## config.mk

```make
export PLATFORM = sky130hd
export DESIGN_NAME = decimal_string_to_signed_integer
export DESIGN_NICKNAME = d
export VERILOG_FILES = /design/src/dsi_pkg.sv /design/src/decimal_string_to_signed_integer.sv
export SDC_FILE = /design/constraint.sdc
export NUM_CORES = 1
export LEC_CHECK = 0
export ABC_CLOCK_PERIOD_IN_PS = 16400
export BUFFER_PORTS_ARGS = -buffer_cell sky130_fd_sc_hd__buf_4
export CAP_MARGIN = 40
export CORE_ASPECT_RATIO = 1.1
export CORE_UTILIZATION = 50
export CTS_BUF_LIST = sky130_fd_sc_hd__clkbuf_4 sky130_fd_sc_hd__clkbuf_8
export DETAILED_ROUTE_END_ITERATION = 10
export PLACE_DENSITY = 0.68
export SLEW_MARGIN = 10
export SYNTH_ARGS = -nofsm -noshare
export SYNTH_HDL_FRONTEND = slang
export SYNTH_SLANG_ARGS = --single-unit
export TNS_END_PERCENT = 5
```

## constraint.sdc

```tcl
create_clock -name clk -period 16.4 [get_ports clk]
set_clock_uncertainty 0.1 [all_clocks]
set_input_delay 1.64 -clock clk [delete_from_list [all_inputs] [get_ports clk]]
set_output_delay 1.64 -clock clk [all_outputs]
set_load 0.05 [all_outputs]
```

## src/dsi_pkg.sv

```systemverilog
// ----------------------------------------------------------------------------
// dsi_pkg
// Types and constants for the decimal string to signed integer parser.
// ----------------------------------------------------------------------------
package dsi_pkg;

	typedef enum logic [1:0] {
		PH_IDLE,
		PH_SPACE,
		PH_SIGNED,
		PH_DIGITS
	} phase_t;

	typedef enum logic [1:0] {
		ST_OK           = 2'd0,
		ST_NO_DIGITS    = 2'd1,
		ST_OUT_OF_RANGE = 2'd2,
		ST_INVALID_BASE = 2'd3
	} status_t;

	localparam logic [7:0] CHAR_ZERO  = 8'h30;
	localparam logic [7:0] CHAR_NINE  = 8'h39;
	localparam logic [7:0] CHAR_PLUS  = 8'h2B;
	localparam logic [7:0] CHAR_MINUS = 8'h2D;
	localparam logic [7:0] CHAR_SPACE = 8'h20;
	localparam logic [7:0] CHAR_TAB   = 8'h09;
	localparam logic [7:0] CHAR_CR    = 8'h0D;

	localparam logic [5:0] BASE_DECIMAL = 6'd10;

	localparam int OUT_VALUE_BITS = 64;
	localparam int OUT_COUNT_BITS = 16;

endpackage

```

## src/decimal_string_to_signed_integer.sv

```systemverilog
// ----------------------------------------------------------------------------
// decimal_string_to_signed_integer
// Parses a base-10 signed integer from a character stream, one byte a word.
// ----------------------------------------------------------------------------
// Usage:
//   s_* carries one character a word: s_tdata is the byte (0 ends the
//   string), s_tuser high marks the first character of a new conversion and
//   abandons any conversion in progress. Leading whitespace is skipped, one
//   '+' or '-' is taken, then digits accumulate until a non-digit, NUL or
//   overflow ends the number. Each conversion gives one result word on m_*;
//   later characters are dropped until the next start.
//   cfg_* writes the radix; any value other than 10 makes the next start
//   report invalid base. It is sampled at the start character.
// Timing:
//   One character is taken every cycle while no result is held. A word
//   passes an input register and a result register. The digit step
//   (multiply by ten as shift and add, plus the limit compare) sits
//   between those two registers.
// Reset and stall:
//   arst_n clears the parser to idle and the radix to 10. While m_tready is
//   low a result is held; the input register still takes a word if it is
//   empty, then s_tready drops.
// ----------------------------------------------------------------------------
module decimal_string_to_signed_integer #(
	parameter int VALUE_BITS = 64,
	parameter int COUNT_BITS = 16
) (
	input  logic        clk,
	input  logic        arst_n,
	// configuration: number_base
	input  logic        cfg_valid,
	output logic        cfg_ready,
	input  logic [5:0]  cfg_data,
	// input stream
	input  logic        s_tvalid,
	output logic        s_tready,
	input  logic [7:0]  s_tdata,  // [7:0] char_byte
	input  logic        s_tuser,  // [0] first_char
	// result stream
	output logic        m_tvalid,
	input  logic        m_tready,
	output logic [87:0] m_tdata   // [63:0] parsed_value, [65:64] status_code,
	                              // [81:66] consumed_count, [87:82] zero
);

	localparam logic [VALUE_BITS-1:0] LIM_POS = {1'b0, {(VALUE_BITS-1){1'b1}}};
	localparam logic [VALUE_BITS-1:0] LIM_NEG = {1'b1, {(VALUE_BITS-1){1'b0}}};
	localparam logic [VALUE_BITS-1:0] TOP_POS = VALUE_BITS'(LIM_POS / 10);
	localparam logic [VALUE_BITS-1:0] TOP_NEG = VALUE_BITS'(LIM_NEG / 10);
	localparam logic [3:0]            LAST_POS = 4'(LIM_POS % 10);
	localparam logic [3:0]            LAST_NEG = 4'(LIM_NEG % 10);
	localparam logic [COUNT_BITS-1:0] COUNT_MAX = {COUNT_BITS{1'b1}};

	// input register
	logic       valid_s1;
	logic       first_s1;
	logic [7:0] char_s1;

	// parser state
	dsi_pkg::phase_t         phase_q;
	logic                    neg_q;
	logic [VALUE_BITS-1:0]   mag_q;
	logic [COUNT_BITS-1:0]   pos_q;
	logic [COUNT_BITS-1:0]   eo_q;
	logic [5:0]              base_q;

	// result register
	logic                             out_valid_q;
	logic [dsi_pkg::OUT_VALUE_BITS-1:0] out_value_q;
	dsi_pkg::status_t                 out_status_q;
	logic [dsi_pkg::OUT_COUNT_BITS-1:0] out_count_q;

	logic advance;
	logic step;

	// next state
	dsi_pkg::phase_t         phase_d;
	logic                    neg_d;
	logic [VALUE_BITS-1:0]   mag_d;
	logic [COUNT_BITS-1:0]   pos_d;
	logic [COUNT_BITS-1:0]   eo_d;
	logic                    emit;
	dsi_pkg::status_t        res_status;
	logic [VALUE_BITS-1:0]   res_mag;
	logic [COUNT_BITS-1:0]   res_count;

	logic                    is_space;
	logic                    is_digit;
	logic [3:0]              digit;
	logic [VALUE_BITS+3:0]   mag_x10;
	logic signed [VALUE_BITS-1:0] res_signed;
	logic [31:0]             res_count_w;

	assign cfg_ready = 1'b1;
	assign advance   = !out_valid_q || m_tready;
	assign step      = valid_s1 && advance;
	assign s_tready  = !valid_s1 || advance;

	assign is_space = (char_s1 == dsi_pkg::CHAR_SPACE) ||
		(char_s1 >= dsi_pkg::CHAR_TAB && char_s1 <= dsi_pkg::CHAR_CR);
	assign is_digit = (char_s1 >= dsi_pkg::CHAR_ZERO) && (char_s1 <= dsi_pkg::CHAR_NINE);
	assign digit    = char_s1[3:0];

	always_comb begin
		dsi_pkg::phase_t       ph;
		logic                  neg;
		logic [VALUE_BITS-1:0] mag;
		logic [COUNT_BITS-1:0] pos;
		logic [COUNT_BITS-1:0] eo;
		logic [VALUE_BITS-1:0] top;
		logic [VALUE_BITS-1:0] lim;
		logic [3:0]            last;

		ph         = phase_q;
		neg        = neg_q;
		mag        = mag_q;
		pos        = pos_q;
		eo         = eo_q;
		emit       = 1'b0;
		res_status = dsi_pkg::ST_OK;
		res_mag    = '0;
		res_count  = '0;
		mag_x10    = '0;

		if (first_s1) begin
			neg = 1'b0;
			mag = '0;
			pos = '0;
			eo  = '0;
			ph  = dsi_pkg::PH_SPACE;
			if (base_q != dsi_pkg::BASE_DECIMAL) begin
				ph         = dsi_pkg::PH_IDLE;
				emit       = 1'b1;
				res_status = dsi_pkg::ST_INVALID_BASE;
			end
		end

		top  = neg ? TOP_NEG : TOP_POS;
		lim  = neg ? LIM_NEG : LIM_POS;
		last = neg ? LAST_NEG : LAST_POS;

		unique case (ph)
			dsi_pkg::PH_IDLE: begin
			end
			dsi_pkg::PH_SPACE: begin
				if (is_space) begin
					if (pos != COUNT_MAX) pos = pos + COUNT_BITS'(1);
				end else if (char_s1 == dsi_pkg::CHAR_PLUS || char_s1 == dsi_pkg::CHAR_MINUS) begin
					neg = (char_s1 == dsi_pkg::CHAR_MINUS);
					if (pos != COUNT_MAX) pos = pos + COUNT_BITS'(1);
					ph = dsi_pkg::PH_SIGNED;
				end else if (!is_digit) begin
					emit       = 1'b1;
					res_status = dsi_pkg::ST_NO_DIGITS;
					ph         = dsi_pkg::PH_IDLE;
				end
			end
			dsi_pkg::PH_SIGNED: begin
				if (!is_digit) begin
					emit       = 1'b1;
					res_status = dsi_pkg::ST_OK;
					ph         = dsi_pkg::PH_IDLE;
				end
			end
			dsi_pkg::PH_DIGITS: begin
				if (!is_digit) begin
					emit       = 1'b1;
					res_status = dsi_pkg::ST_OK;
					res_mag    = mag;
					res_count  = eo;
					ph         = dsi_pkg::PH_IDLE;
				end
			end
			default: begin
				ph = dsi_pkg::PH_IDLE;
			end
		endcase

		// digit step shared by the space, sign and digit phases
		if (is_digit && !emit && ph != dsi_pkg::PH_IDLE) begin
			if (mag > top || (mag == top && digit > last)) begin
				mag        = lim;
				emit       = 1'b1;
				res_status = dsi_pkg::ST_OUT_OF_RANGE;
				res_mag    = lim;
				res_count  = eo;
				ph         = dsi_pkg::PH_IDLE;
			end else begin
				mag_x10 = {1'b0, mag, 3'b000} + {3'b000, mag, 1'b0} +
					(VALUE_BITS+4)'(digit);
				mag     = mag_x10[VALUE_BITS-1:0];
				if (pos != COUNT_MAX) pos = pos + COUNT_BITS'(1);
				eo = pos;
				ph = dsi_pkg::PH_DIGITS;
			end
		end

		phase_d = ph;
		neg_d   = neg;
		mag_d   = mag;
		pos_d   = pos;
		eo_d    = eo;
	end

	assign res_signed  = neg_d ? signed'(VALUE_BITS'(-res_mag)) : signed'(res_mag);
	assign res_count_w = 32'(res_count);

	always_ff @(posedge clk or negedge arst_n) begin
		if (!arst_n) begin
			valid_s1 <= 1'b0;
		end else if (s_tready) begin
			valid_s1 <= s_tvalid;
		end
	end

	always_ff @(posedge clk) begin
		if (s_tready && s_tvalid) begin
			first_s1 <= s_tuser;
			char_s1  <= s_tdata;
		end
	end

	always_ff @(posedge clk or negedge arst_n) begin
		if (!arst_n) begin
			phase_q <= dsi_pkg::PH_IDLE;
			neg_q   <= 1'b0;
			mag_q   <= '0;
			pos_q   <= '0;
			eo_q    <= '0;
			base_q  <= dsi_pkg::BASE_DECIMAL;
		end else begin
			if (cfg_valid && cfg_ready) begin
				base_q <= cfg_data;
			end
			if (step) begin
				phase_q <= phase_d;
				neg_q   <= neg_d;
				mag_q   <= mag_d;
				pos_q   <= pos_d;
				eo_q    <= eo_d;
			end
		end
	end

	always_ff @(posedge clk or negedge arst_n) begin
		if (!arst_n) begin
			out_valid_q <= 1'b0;
		end else if (advance) begin
			out_valid_q <= step && emit;
		end
	end

	always_ff @(posedge clk) begin
		if (step && emit) begin
			out_value_q  <= dsi_pkg::OUT_VALUE_BITS'(res_signed);
			out_status_q <= res_status;
			out_count_q  <= (res_count_w > 32'h0000_FFFF) ? 16'hFFFF : res_count_w[15:0];
		end
	end

	assign m_tvalid = out_valid_q;
	assign m_tdata  = {6'd0, out_count_q, out_status_q, out_value_q};

endmodule

```

==> results_dict.tcl <==
set metrics [dict create \
    outcome "complete, no violations" \
    wl_per_cell_um 21.15 \
    setup_tns_ns 0 \
    syn_to_final_growth_pct 9.311 \
    hold_viol 0 \
    intPower_mw 0.7116 \
    io_pins 111 \
    syn_inst 1929 \
    synth-edff-count 91 \
    synthArstFlopShare_pct 54.04 \
    ir_drop_mv 0.06721 \
    viasPerCell 6.399 \
    gr-total-overflow 0 \
    crit_type "flip-flop to flip-flop" \
    layout-drive-gt1-share_pct 10.14 \
    hp-class "flip-flop to flip-flop" \
    p_seq_share_pct 52.3 \
    vias 15370 \
    setup_viol 0 \
    worstSetupEndpointType "flip-flop" \
    die_area_mm2 0.03311 \
    post-dp-hpwl_um 38210 \
    fp.dieW_um 173.6 \
    pwr-share-comb_pct 17.6 \
    leakagePower_nw 7.781 \
    drtAntennaViolNets 0 \
    gr-usage-all-layers_pct 30.73 \
    cts.sinks 198 \
    fill_cells 2977 \
    cpPeakStageDelay_ns 0.47 \
    fin_nets 2120 \
    synth-seq-cells 198 \
    timing.critical_path.required_ns 16.53 \
    ys_seq_area_share_pct 33.43 \
    maxSlewViolCount 0 \
    grt_pass1_wl_um 79860 \
    tightestPinTransition_ns 0.9340 \
    fmax_mhz 173.8 \
    clk_latency_ns 0.51 \
    grt_max_degree 68 \
    avgSynthCellArea_um2 8.395 \
    cellPowerDensity_mw_per_mm2 60.94 \
    final_cell_mix "196 x nand2_1, 188 x a21oi_1, 167 x o21ai_0, 146 x nor2_1, 129 x ha_1" \
    clkPwrFrac_pct 30.1 \
    dr.pass1.iters 8 \
    crit_family "simple AND/OR/NAND/NOR gates" \
    grt_pass1_vias 14513 \
    ys_top_cells_by_area "edfxtp_1 17%, dfrtp_1 16%, ha_1 10%, a21oi_1 5.8%, o21ai_0 5.2%" \
    startpoint_type "flip-flop" \
    num_antenna_cells 0 \
    placed_area_mm2 0.01732 \
    ys.flop_type "dfrtp_1" \
    synth_cell_type_count 85 \
    post-cts-setup-buffer-count 0 \
    synthDominantCellAreaShare_pct 16.88 \
    rows 68 \
    cp_cell_sequence "buf_4, buf_4, nand2b_1, nor4_1, nand4b_1, a2111oi_0, o21bai_1, buf_4, nor2_1, nand2_1, nand2_1, inv_1, ha_1, o21ai_0, buf_4, or3_1, nor4_1, a31oi_1, o22ai_1, a32oi_1" \
    cp_num_buf_inv 5 \
    crit_slowest_cell "nor4_1" \
    crit_fanout 60 \
    clkSlewWorstSetupHoldPaths_ns 0.12 \
    cts_resized 0 \
    h-tree-depth 4 \
    yosys_warnings 0 \
    wirelength_um 50800 \
    syn_area_mm2 0.01619 \
    antenna_found_initial 0 \
    crit_top_cell "buf_4" \
    cts_tree "done" \
    io_buffer_count 103 \
    start_util_pct 51.16 \
    relSlewSlack_pct 37.16 \
    cap_violations 0 \
    drcViolationCount 0 \
    die_y_um 190.7 \
    min_period_over_period_pct 35.08 \
    p_switching_mw 0.3670 \
    period_needed_ns 5.753 \
    cts_root_buf "clkbuf_8" \
    postCtsHoldBufs 0 \
    final_common_cell "nand2_1" \
    yosysTopAreaCell "edfxtp_1" \
    stdcell_area_mm2 0.01770 \
    drt_iter0_markers 1565 \
    dp_worst_setup_slack_ns 10.86 \
    total_power_mw 1.079 \
    fin_ws_ns 10.65 \
    arrival_ns 5.88 \
    gp_congestion 0.9966 \
    clock_path_buffers 2 \
    cts_inserted_buffers 17 \
    rsz0062_at_grt "no" \
    core_region_area_mm2 0.03165 \
    p_sw_share_pct 34.03 \
]
-- registers in the layout (all words and copies together) (netlist names) --
register	count
base_q	6
char_s1	8
eo_q	16
first_s1	1
m_tvalid	1
mag_q	64
neg_q	1
out_count_q	16
out_status_q	2
out_value_q	64
phase_q	2
pos_q	16
valid_s1	1
-- power groups by stage --
stage | Combinational, mW | Sequential (mW) | Clock (mW)
after floorplan | 0.0581 | 0.650 | 0
after global placement | 0.187 | 0.575 | 0
after detailed placement | 0.190 | 0.575 | 0
after CTS | 0.190 | 0.565 | 0.327
after global routing | 0.200 | 0.567 | 0.346
final | 0.190 | 0.564 | 0.325
-- cell type report --
cell class	instances	area, um2	area share, %
sequential	198	5413	30.58
tap	420	525.5	2.969
clock buffer	17	234.0	1.322
timing repair buffer	133	1023	5.782
multi-input combinational	1574	10180	57.54
clock inverter	15	151.4	0.8553
inverter	45	168.9	0.9543
-- cell families after synthesis --
group,count (synthesis),synth area share (%)
flip-flops,198,33.43
AND/OR/NAND/NOR,694,21.60
XOR/XNOR,113,6.112
other,2,0.04638
multiplexers,21,1.437
buffers and inverters,162,4.026
AO/OA/AOI/OAI,608,23.13
adder cells (fa/ha/maj),131,10.21
-- path summary, 6_finish.rpt --
check                                     from                        end  slack (ns)  depth (start not counted)
min in group asynchronous               arst_n        eo_q[1]$_DFFE_PN0P_        1.01                          1
hold reg to reg            eo_q[1]$_DFFE_PN0P_        eo_q[1]$_DFFE_PN0P_        0.39                          2
max in group asynchronous               arst_n      mag_q[21]$_DFFE_PN0P_       14.19                          3
setup / recovery            first_s1$_DFFE_PP_  out_value_q[58]$_DFFE_PP_       10.65                         20
hold / removal             eo_q[1]$_DFFE_PN0P_        eo_q[1]$_DFFE_PN0P_        0.39                          2
setup reg to reg            first_s1$_DFFE_PP_  out_value_q[58]$_DFFE_PP_       10.65                         20
-- metal layers --
layer	global-route usage, %	vias up	share of wire [%]
li1	-	7227	-
met1	40.34	7325	42
met2	49.80	692	46
met3	5.602	126	7.9
met4	13.06	0	4.0
met5	0	-	0
-- cell usage after synthesis, types with 12 or more instances --
cell type and count:
a211oi_1 20, a21o_1 39, a21oi_1 189, a221o_1 13
a31oi_1 36, and2_1 29, and3_1 19, clkbuf_1 97
dfrtp_1 105, edfxtp_1 91, ha_1 129, inv_1 45
mux2i_1 12, nand2_1 197, nand2b_1 13, nand3_1 52
nand4_1 30, nor2_1 146, nor2b_1 64, nor3_1 45
nor4_1 31, o211ai_1 12, o21ai_0 168, o21bai_1 15
o31ai_1 19, or3_1 12, xnor2_1 67, xor2_1 46
-- worst reg2reg max path, cell delays in order, from the launching register on --
cell and delay (ns):
edfxtp_1 0.40, buf_4 0.31, buf_4 0.46, nand2b_1 0.36, nor4_1 0.47, nand4b_1 0.23
a2111oi_0 0.34, o21bai_1 0.23, buf_4 0.24, nor2_1 0.12, nand2_1 0.10, nand2_1 0.08
inv_1 0.07, ha_1 0.33, o21ai_0 0.14, buf_4 0.18, or3_1 0.40, nor4_1 0.47
a31oi_1 0.20, o22ai_1 0.18, a32oi_1 0.07
-- through the flow --
| stage | hold slack (ns) | utilization (%) | instances |
|---|---|---|---|
| floorplan | 0.3382 | - | 1934 |
| global placement | 0.3551 | 54.44 | 2362 |
| detailed placement | 0.3652 | 54.71 | 2370 |
| CTS | 0.3908 | 55.93 | 2402 |
| global route | 0.4212 | 55.93 | 2402 |
| finish | 0.3859 | 55.93 | 2402 |
Power figures use the tool's default switching activity.
